## config.mk

```make
export PLATFORM = sky130hd
export DESIGN_NAME = keyword_prefix_slot_hasher
export DESIGN_NICKNAME = d
export VERILOG_FILES = /design/src/rtl/core/kpsh_pkg.sv /design/src/rtl/core/kpsh_front.sv /design/src/rtl/core/kpsh_queue.sv /design/src/rtl/core/kpsh_back.sv /design/src/rtl/core/keyword_prefix_slot_hasher.sv
export VERILOG_INCLUDE_DIRS = /design/src /design/src/rtl/core
export SDC_FILE = /design/constraint.sdc
export NUM_CORES = 1
export LEC_CHECK = 0
export ABC_CLOCK_PERIOD_IN_PS = 8100
export BUFFER_PORTS_ARGS = -buffer_cell sky130_fd_sc_hd__buf_2
export CAP_MARGIN = 25
export CORE_ASPECT_RATIO = 1.1
export CORE_MARGIN = 10
export CORE_UTILIZATION = 45
export CTS_BUF_LIST = sky130_fd_sc_hd__clkbuf_16
export DETAILED_ROUTE_END_ITERATION = 16
export SETUP_SLACK_MARGIN = 0.3
export SYNTH_ARGS = -nofsm -noshare
export SYNTH_HDL_FRONTEND = slang
export SYNTH_SLANG_ARGS = --single-unit
```

## constraint.sdc

```tcl
create_clock -name aclk -period 8.1 [get_ports aclk]
set_input_delay 0.81 -clock aclk [delete_from_list [all_inputs] [get_ports aclk]]
set_output_delay 0.81 -clock aclk [all_outputs]
set_load 0.02 [all_outputs]
```

## src/rtl/core/keyword_prefix_slot_hasher_defines.svh

```systemverilog
// Assertion macros shared by the keyword prefix slot hasher modules.
`ifndef KEYWORD_PREFIX_SLOT_HASHER_DEFINES_SVH
`define KEYWORD_PREFIX_SLOT_HASHER_DEFINES_SVH

`ifndef SYNTHESIS
`define KPSH_CHECK(lbl, expr) \
    lbl: assert property (@(posedge aclk) disable iff (!aresetn) (expr)) \
        else $error("kpsh check failed");
`define KPSH_CHECK_NEXT(lbl, ante, cons) \
    lbl: assert property (@(posedge aclk) disable iff (!aresetn) (ante) |=> (cons)) \
        else $error("kpsh sequence check failed");
`else
`define KPSH_CHECK(lbl, expr)
`define KPSH_CHECK_NEXT(lbl, ante, cons)
`endif

`endif

```

## src/rtl/core/kpsh_pkg.sv

```systemverilog
// Package with the job type and hash constants of the keyword prefix slot hasher.
`default_nettype none
package kpsh_pkg;
    localparam int HASH_BITS    = 16;
    localparam int PREFIX_COUNT = 3;
    localparam int PREFIX_WORDS = 3;
    localparam int SLOT_W       = 16;
    localparam int WORD_W       = 32;
    localparam int QUEUE_DEPTH  = 2;
    localparam int HASH_SHIFT   = WORD_W - HASH_BITS;

    localparam logic [WORD_W-1:0] HASH_MULT = 32'h4F1B_BCDC;
    localparam logic [1:0] PREFIX_LIMIT =
        (PREFIX_COUNT < PREFIX_WORDS) ? 2'(PREFIX_COUNT) : 2'(PREFIX_WORDS);
    localparam logic [7:0] UPPER_A   = 8'h41;
    localparam logic [7:0] UPPER_Z   = 8'h5A;
    localparam logic [7:0] CASE_STEP = 8'h20;

    typedef struct packed {
        logic [PREFIX_WORDS-1:0][WORD_W-1:0] words;
        logic [1:0]                          count;
    } kpsh_job_t;
endpackage
`default_nettype wire

```

## src/rtl/core/kpsh_front.sv

```systemverilog
// Front end: folds keyword bytes into the three prefix XOR words and issues jobs.
`default_nettype none
`include "keyword_prefix_slot_hasher_defines.svh"
module kpsh_front (
    input  wire logic             aclk,
    input  wire logic             aresetn,
    input  wire logic             s_tvalid,
    output logic                  s_tready,
    input  wire logic [7:0]       s_tdata,
    input  wire logic             s_tlast,
    output logic                  job_valid,
    input  wire logic             job_ready,
    output kpsh_pkg::kpsh_job_t   job
);
    import kpsh_pkg::*;

    logic [WORD_W-1:0] xor_full_reg, xor_full_next;
    logic [WORD_W-1:0] xor_less_one_reg, xor_less_one_next;
    logic [WORD_W-1:0] xor_less_two_reg, xor_less_two_next;
    logic [1:0]        lane_reg, lane_next;
    logic [1:0]        len_reg, len_next;
    logic [7:0]        byte_low;
    logic [WORD_W-1:0] lane_word;
    logic [WORD_W-1:0] full_upd;
    logic [1:0]        len_sat;
    logic              s_fire;

    assign s_tready = job_ready;
    assign s_fire   = s_tvalid && s_tready;

    always_comb begin
        byte_low = s_tdata;
        if (s_tdata >= UPPER_A && s_tdata <= UPPER_Z) begin
            byte_low = s_tdata + CASE_STEP;
        end
        lane_word = WORD_W'(byte_low) << {lane_reg, 3'b000};
        full_upd  = xor_full_reg ^ lane_word;
        len_sat   = (len_reg == 2'd3) ? 2'd3 : len_reg + 2'd1;

        job.words[0] = full_upd;
        job.words[1] = xor_full_reg;
        job.words[2] = xor_less_one_reg;
        job.count    = (len_sat < PREFIX_LIMIT) ? len_sat : PREFIX_LIMIT;
        job_valid    = s_fire && s_tlast;

        xor_full_next     = xor_full_reg;
        xor_less_one_next = xor_less_one_reg;
        xor_less_two_next = xor_less_two_reg;
        lane_next         = lane_reg;
        len_next          = len_reg;
        if (s_fire) begin
            if (s_tlast) begin
                xor_full_next     = '0;
                xor_less_one_next = '0;
                xor_less_two_next = '0;
                lane_next         = '0;
                len_next          = '0;
            end else begin
                xor_full_next     = full_upd;
                xor_less_one_next = xor_full_reg;
                xor_less_two_next = xor_less_one_reg;
                lane_next         = lane_reg + 2'd1;
                len_next          = len_sat;
            end
        end
    end

    always_ff @(posedge aclk) begin
        if (!aresetn) begin
            xor_full_reg     <= '0;
            xor_less_one_reg <= '0;
            xor_less_two_reg <= '0;
            lane_reg         <= '0;
            len_reg          <= '0;
        end else begin
            xor_full_reg     <= xor_full_next;
            xor_less_one_reg <= xor_less_one_next;
            xor_less_two_reg <= xor_less_two_next;
            lane_reg         <= lane_next;
            len_reg          <= len_next;
        end
    end

    `KPSH_CHECK(a_job_nonempty, !job_valid || job.count != 2'd0)
    `KPSH_CHECK_NEXT(a_clear_after_last, s_fire && s_tlast, lane_reg == 2'd0 && len_reg == 2'd0)
endmodule
`default_nettype wire

```

## src/rtl/core/kpsh_queue.sv

```systemverilog
// Two-entry job queue between the front end and the hash back end.
`default_nettype none
`include "keyword_prefix_slot_hasher_defines.svh"
module kpsh_queue (
    input  wire logic                aclk,
    input  wire logic                aresetn,
    input  wire logic                push,
    output logic                     in_ready,
    input  wire kpsh_pkg::kpsh_job_t in_job,
    output logic                     out_valid,
    input  wire logic                pop,
    output kpsh_pkg::kpsh_job_t      out_job
);
    import kpsh_pkg::*;

    localparam int PTR_W = (QUEUE_DEPTH > 1) ? $clog2(QUEUE_DEPTH) : 1;
    localparam int CNT_W = $clog2(QUEUE_DEPTH + 1);
    localparam logic [CNT_W-1:0] FULL_COUNT = CNT_W'(QUEUE_DEPTH);
    localparam logic [PTR_W-1:0] LAST_PTR   = PTR_W'(QUEUE_DEPTH - 1);

    kpsh_job_t        mem_reg [QUEUE_DEPTH];
    logic [PTR_W-1:0] wr_ptr_reg, wr_ptr_next;
    logic [PTR_W-1:0] rd_ptr_reg, rd_ptr_next;
    logic [CNT_W-1:0] count_reg, count_next;
    logic             do_push, do_pop;

    assign in_ready  = (count_reg != FULL_COUNT);
    assign out_valid = (count_reg != '0);
    assign out_job   = mem_reg[rd_ptr_reg];
    assign do_push   = push && in_ready;
    assign do_pop    = pop && out_valid;

    always_comb begin
        wr_ptr_next = wr_ptr_reg;
        rd_ptr_next = rd_ptr_reg;
        count_next  = count_reg;
        if (do_push) begin
            wr_ptr_next = (wr_ptr_reg == LAST_PTR) ? '0 : wr_ptr_reg + PTR_W'(1);
        end
        if (do_pop) begin
            rd_ptr_next = (rd_ptr_reg == LAST_PTR) ? '0 : rd_ptr_reg + PTR_W'(1);
        end
        if (do_push && !do_pop) begin
            count_next = count_reg + CNT_W'(1);
        end else if (do_pop && !do_push) begin
            count_next = count_reg - CNT_W'(1);
        end
    end

    always_ff @(posedge aclk) begin
        if (!aresetn) begin
            wr_ptr_reg <= '0;
            rd_ptr_reg <= '0;
            count_reg  <= '0;
        end else begin
            wr_ptr_reg <= wr_ptr_next;
            rd_ptr_reg <= rd_ptr_next;
            count_reg  <= count_next;
        end
    end

    always_ff @(posedge aclk) begin
        if (do_push) begin
            mem_reg[wr_ptr_reg] <= in_job;
        end
    end

    `KPSH_CHECK(a_count_bound, count_reg <= FULL_COUNT)
    `KPSH_CHECK(a_no_push_when_full, !push || in_ready)
endmodule
`default_nettype wire

```

## src/rtl/core/kpsh_back.sv

```systemverilog
// Back end: multiplies each prefix word by the hash constant and emits slot indices.
`default_nettype none
`include "keyword_prefix_slot_hasher_defines.svh"
module kpsh_back (
    input  wire logic                aclk,
    input  wire logic                aresetn,
    input  wire logic                q_valid,
    output logic                     q_ready,
    input  wire kpsh_pkg::kpsh_job_t q_job,
    output logic                     m_tvalid,
    input  wire logic                m_tready,
    output logic [15:0]              m_tdata,
    output logic                     m_tlast
);
    import kpsh_pkg::*;

    logic              job_valid_reg, job_valid_next;
    kpsh_job_t         job_reg, job_next;
    logic [1:0]        k_reg, k_next;
    logic              mul_valid_reg, mul_valid_next;
    logic [WORD_W-1:0] prod_reg, prod_next;
    logic              mul_last_reg, mul_last_next;
    logic              out_valid_reg, out_valid_next;
    logic [SLOT_W-1:0] slot_reg, slot_next;
    logic              out_last_reg, out_last_next;
    logic              out_load, mul_free, issue, issue_last;
    logic [WORD_W-1:0] mul_word;

    assign m_tvalid = out_valid_reg;
    assign m_tdata  = slot_reg;
    assign m_tlast  = out_last_reg;

    always_comb begin
        out_load   = !out_valid_reg || m_tready;
        mul_free   = !mul_valid_reg || out_load;
        issue      = job_valid_reg && mul_free;
        issue_last = (k_reg + 2'd1 == job_reg.count);
        q_ready    = !job_valid_reg || (issue && issue_last);
        mul_word   = job_reg.words[k_reg];

        job_valid_next = job_valid_reg;
        job_next       = job_reg;
        k_next         = k_reg;
        if (issue) begin
            k_next = k_reg + 2'd1;
            if (issue_last) begin
                job_valid_next = 1'b0;
                k_next         = '0;
            end
        end
        if (q_ready && q_valid) begin
            job_valid_next = 1'b1;
            job_next       = q_job;
            k_next         = '0;
        end

        mul_valid_next = mul_valid_reg;
        prod_next      = prod_reg;
        mul_last_next  = mul_last_reg;
        if (mul_free) begin
            mul_valid_next = issue;
            prod_next      = mul_word * HASH_MULT;
            mul_last_next  = issue_last;
        end

        out_valid_next = out_valid_reg;
        slot_next      = slot_reg;
        out_last_next  = out_last_reg;
        if (out_load) begin
            out_valid_next = mul_valid_reg;
            slot_next      = SLOT_W'(prod_reg >> HASH_SHIFT);
            out_last_next  = mul_last_reg;
        end
    end

    always_ff @(posedge aclk) begin
        if (!aresetn) begin
            job_valid_reg <= 1'b0;
            k_reg         <= '0;
            mul_valid_reg <= 1'b0;
            out_valid_reg <= 1'b0;
        end else begin
            job_valid_reg <= job_valid_next;
            k_reg         <= k_next;
            mul_valid_reg <= mul_valid_next;
            out_valid_reg <= out_valid_next;
        end
    end

    always_ff @(posedge aclk) begin
        job_reg      <= job_next;
        prod_reg     <= prod_next;
        mul_last_reg <= mul_last_next;
        slot_reg     <= slot_next;
        out_last_reg <= out_last_next;
    end

    `KPSH_CHECK(a_index_in_job, !job_valid_reg || k_reg < job_reg.count)
    `KPSH_CHECK_NEXT(a_wrap_after_last, issue && issue_last, k_reg == 2'd0)
endmodule
`default_nettype wire

```

## src/rtl/core/keyword_prefix_slot_hasher.sv

```systemverilog
// Top level of the keyword prefix slot hasher.
// The block takes one keyword byte per cycle while s_tready is high and folds it into
// three prefix XOR words; the byte marked with tlast hands a job to a two-entry queue
// and the next keyword may start in the following cycle. A back end multiplies one
// prefix word per cycle by the hash constant while the result channel accepts, so a
// keyword yields its one to three slot indices in order, the last one with tlast.
// The first index passes through the queue entry, the job register, the product
// register and the output register before it is offered on m_tvalid. Since a
// keyword never yields more indices than it has bytes, the back end keeps pace
// with the input, and s_tready falls only when the result channel holds off long
// enough to fill the back end and the queue.
`default_nettype none
module keyword_prefix_slot_hasher (
    input  wire logic        aclk,
    input  wire logic        aresetn,
    input  wire logic        s_tvalid,
    output logic             s_tready,
    input  wire logic [7:0]  s_tdata,   // [7:0] key_byte
    input  wire logic        s_tlast,
    output logic             m_tvalid,
    input  wire logic        m_tready,
    output logic [15:0]      m_tdata,   // [15:0] slot_index
    output logic             m_tlast
);
    import kpsh_pkg::*;

    logic      push, push_ready, q_valid, q_ready;
    kpsh_job_t push_job, q_job;

    kpsh_front u_front (
        .aclk      (aclk),
        .aresetn   (aresetn),
        .s_tvalid  (s_tvalid),
        .s_tready  (s_tready),
        .s_tdata   (s_tdata),
        .s_tlast   (s_tlast),
        .job_valid (push),
        .job_ready (push_ready),
        .job       (push_job)
    );

    kpsh_queue u_queue (
        .aclk      (aclk),
        .aresetn   (aresetn),
        .push      (push),
        .in_ready  (push_ready),
        .in_job    (push_job),
        .out_valid (q_valid),
        .pop       (q_ready),
        .out_job   (q_job)
    );

    kpsh_back u_back (
        .aclk     (aclk),
        .aresetn  (aresetn),
        .q_valid  (q_valid),
        .q_ready  (q_ready),
        .q_job    (q_job),
        .m_tvalid (m_tvalid),
        .m_tready (m_tready),
        .m_tdata  (m_tdata),
        .m_tlast  (m_tlast)
    );
endmodule
`default_nettype wire

```

==> summary.md <==
| Metric | Value |
|---|---|
| Final ANT Viol Nets | 0 |
| Adder-Cell Fraction of Synth Area | 0.280 |
| CTS sink count | 383 |
| Period utilisation layout | 0.921 |
| Clk_lat worst skew | 0.56 ns |
| Worst reg-to-reg setup slack | 0.64 ns |
| HPWL Detailed | 37800 um |
| Port Buffer Count | 31 |
| Post-synthesis compound-gate area fraction | 0.0390 |
| Antenna cells | 0 |
| Min Clock Period, post-route | 7.46 ns |
| XOR/XNOR share of the synthesized area | 0.0326 |
| Nets | 2256 |
| F_max | 134 MHz |
| Post-synth cell types | 51 |
| Layout fillers | 4376 |
| Pre-antenna DRT Iters | 5 |
| Initial Utilization | 0.457 |
| Clk buf depth | 3 |
| Die ar. | 60600 um2 |
| Critical Path End Type | register |
| Most common cell after layout, fill and taps aside | inv_1 |
| Layout Area Growth over Synthesis | 12.1% |
| Worst-Margin Slew | 1.02 ns |
| WP data arrival | 7.75 ns |
| Share of cells above drive strength 1 | 0.154 |
| Die W | 236 um |
| Starting DRT DRC Count | 718 |
| CP most frequent cell | fa_1 |
| Main combinational cell family by area after synthesis | adder cells |
| DRC Markers | 0 |
| Post-synth top flop | edfxtp_1 |
| Mapped Avg Cell Area | 13.1 um2 |
| Standard-cell rows | 86 |
| Post-Syn Nets | 2150 |
| Min-delay worst type | register to register |
| Detailed Route WL | 51600 um |
| H-tree levels | 2 |
| Fin. Hold Viols | 0 |
| RSZ-0062 raised after global routing | true |
| Synth Register Bits | 383 |
| GP Congestion | 0.954 |
| Status | completed |
| Max-cap check violation count | 0 |
| Fin Clk Skew | 0.0187 ns |
| Number of global-route vias before repair | 14.1k |
| Post-Place Worst Slack | -0.151 ns |
| Final WS setup | 0.636 ns |
| Ys Warns | 0 |
| Max-slew violations | 0 |
| Initial antenna violation count | 0 |
| Clock-pin slew on the worst setup and hold paths | 0.06 ns |
| Most frequent cells in the layout | inv_1, edfxtp_1, fa_1 |
| Hold_ws | 0.416 ns |
| First-pass GRT wire length | 81300 um |
| EDFF count, synth | 310 |
| CTS tree | done |
| Total Negative Setup Slacks | 0 ns |
| Sequential fraction of the synthesis area | 0.468 |
| Die H | 257 um |
| Clock root buffer | clkbuf_16 |
| Cell count after synthesis | 1752 |
| Final number of setup-violating endpoints | 0 |
| CP startpoint kind | register |
| Vias per cell | 5.01 |
| Via count | 12.8k |
| Mapped cell area | 23000 um2 |
| Simple-Gate Fraction of Synth Area | 0.0545 |
| Asr flop ratio synth | 0 |
| CP peak stage delay | 0.54 ns |
| Core area | 50400 um2 |
| Rel. slew slack | 0.322 |
| Core Util, Final | 0.512 |
| Total track usage | 0.173 |
| WP data required | 8.39 ns |
| GRT Residual Overflow | 0 |
| Slowest CP cell | fa_1 |
| Largest net degree at the start of global routing | 73 |
| Multiplexer area fraction after synthesis | 0.0585 |
| IO Pins | 32 |
| CTS Hold Buffers Added | 0 |
| Avg WL per Cell | 20.2 um |
| CTS buffer count | 41 |
| Worst Path Max Fanout | 8 |
| Max reg flops | 184 |
| Crit Path Class | register to register |
final cells by class:
type                       count  area, um2  area share
clock inverter                34        214     0.00830
timing repair buffer         111        795      0.0308
multi-input combinational    967      10800       0.419
clock buffer                  41       1030      0.0398
inverter                     354       1330      0.0517
sequential                   383      10800       0.418
tap                          660        826      0.0320
cell families after synthesis:
family	after synthesis
buffers and inverters	402
adders and majority gates	385
DFF	383
and+or+nand+nor	227
muxes	123
AOI/OAI and AO/OA	148
xor gates and xnor gates	84
synthesized netlist by cell type (2+ instances only):
library cell / count / share of area
nor3b_1: 31 / 0.010
nor4_1: 2 / 0.00054
mux2_2: 92 / 0.045
a21boi_0: 3 / 0.00098
and3_1: 3 / 0.00082
edfxtp_1: 310 / 0.40
ha_1: 168 / 0.091
clkbuf_1: 39 / 0.0064
nor2_1: 37 / 0.0060
nand3_1: 2 / 0.00044
buf_1: 5 / 0.00082
or2_2: 3 / 0.00082
nand2b_1: 8 / 0.0022
mux2i_1: 31 / 0.013
dfxtp_1: 73 / 0.064
buf_4: 2 / 0.00065
o21a_1: 6 / 0.0020
a22oi_1: 31 / 0.010
xor2_1: 13 / 0.0050
inv_1: 354 / 0.058
nand3b_1: 2 / 0.00065
nor2b_1: 70 / 0.019
a21o_1: 5 / 0.0016
o21ai_0: 15 / 0.0033
xnor2_1: 70 / 0.027
nor3_1: 5 / 0.0011
nand2_1: 50 / 0.0082
o21ai_1: 8 / 0.0017
and2_1: 7 / 0.0019
a21oi_1: 69 / 0.015
fa_1: 217 / 0.19
o22ai_1: 2 / 0.00054
critical path: cells and delay by family, from the launching register on:
kind	cells	cell delay, ns
adders and majority gates	9	4.15
and+or+nand+nor	3	0.49
buffers and inverters	10	0.82
AOI/OAI and AO/OA	6	1.11
DFF	1	0.40
xor gates and xnor gates	1	0.12
muxes	1	0.11
worst paths after layout:
| check | from | endpoint | depth (start not counted) |
|---|---|---|---|
| min | u_back.prod_reg[25]$_DFFE_PN_ | u_back.m_tdata[9]$_DFFE_PP_ | 0 |
| min reg2reg | u_back.prod_reg[25]$_DFFE_PN_ | u_back.m_tdata[9]$_DFFE_PP_ | 0 |
| max | u_back.k_reg[0]$_SDFFE_PP0P_ | u_back.prod_reg[31]$_DFFE_PN_ | 30 |
| max reg2reg | u_back.k_reg[0]$_SDFFE_PP0P_ | u_back.prod_reg[31]$_DFFE_PN_ | 30 |
metal layers:
metal  share of wire  global-route usage  up-vias
li1                -                   -     6010
met2            0.51               0.305      203
met4           0.037              0.0684        0
met3           0.032              0.0236       83
met5               0                   0        -
met1            0.42               0.209     6483
per-stage QoR:
step / instances / instance area, um2
after detailed placement: 2458 / 24300
after floorplan: 1752 / 23000
after global routing: 2550 / 25800
after CTS: 2533 / 25500
after global placement: 2458 / 24300
final: 2550 / 25800
timing repair:
| item | CTS | global route |
|---|---|---|
| endpoints found under the setup margin | 3 | 4 |
| pin swaps | 0 | 11 |
| resized for setup | 5 | 25 |
| setup buffers | 0 | 17 |
Power is left out: the tool's default activity adds up to more than one toggle a clock period on the data nets, which glitch-free logic cannot reach.
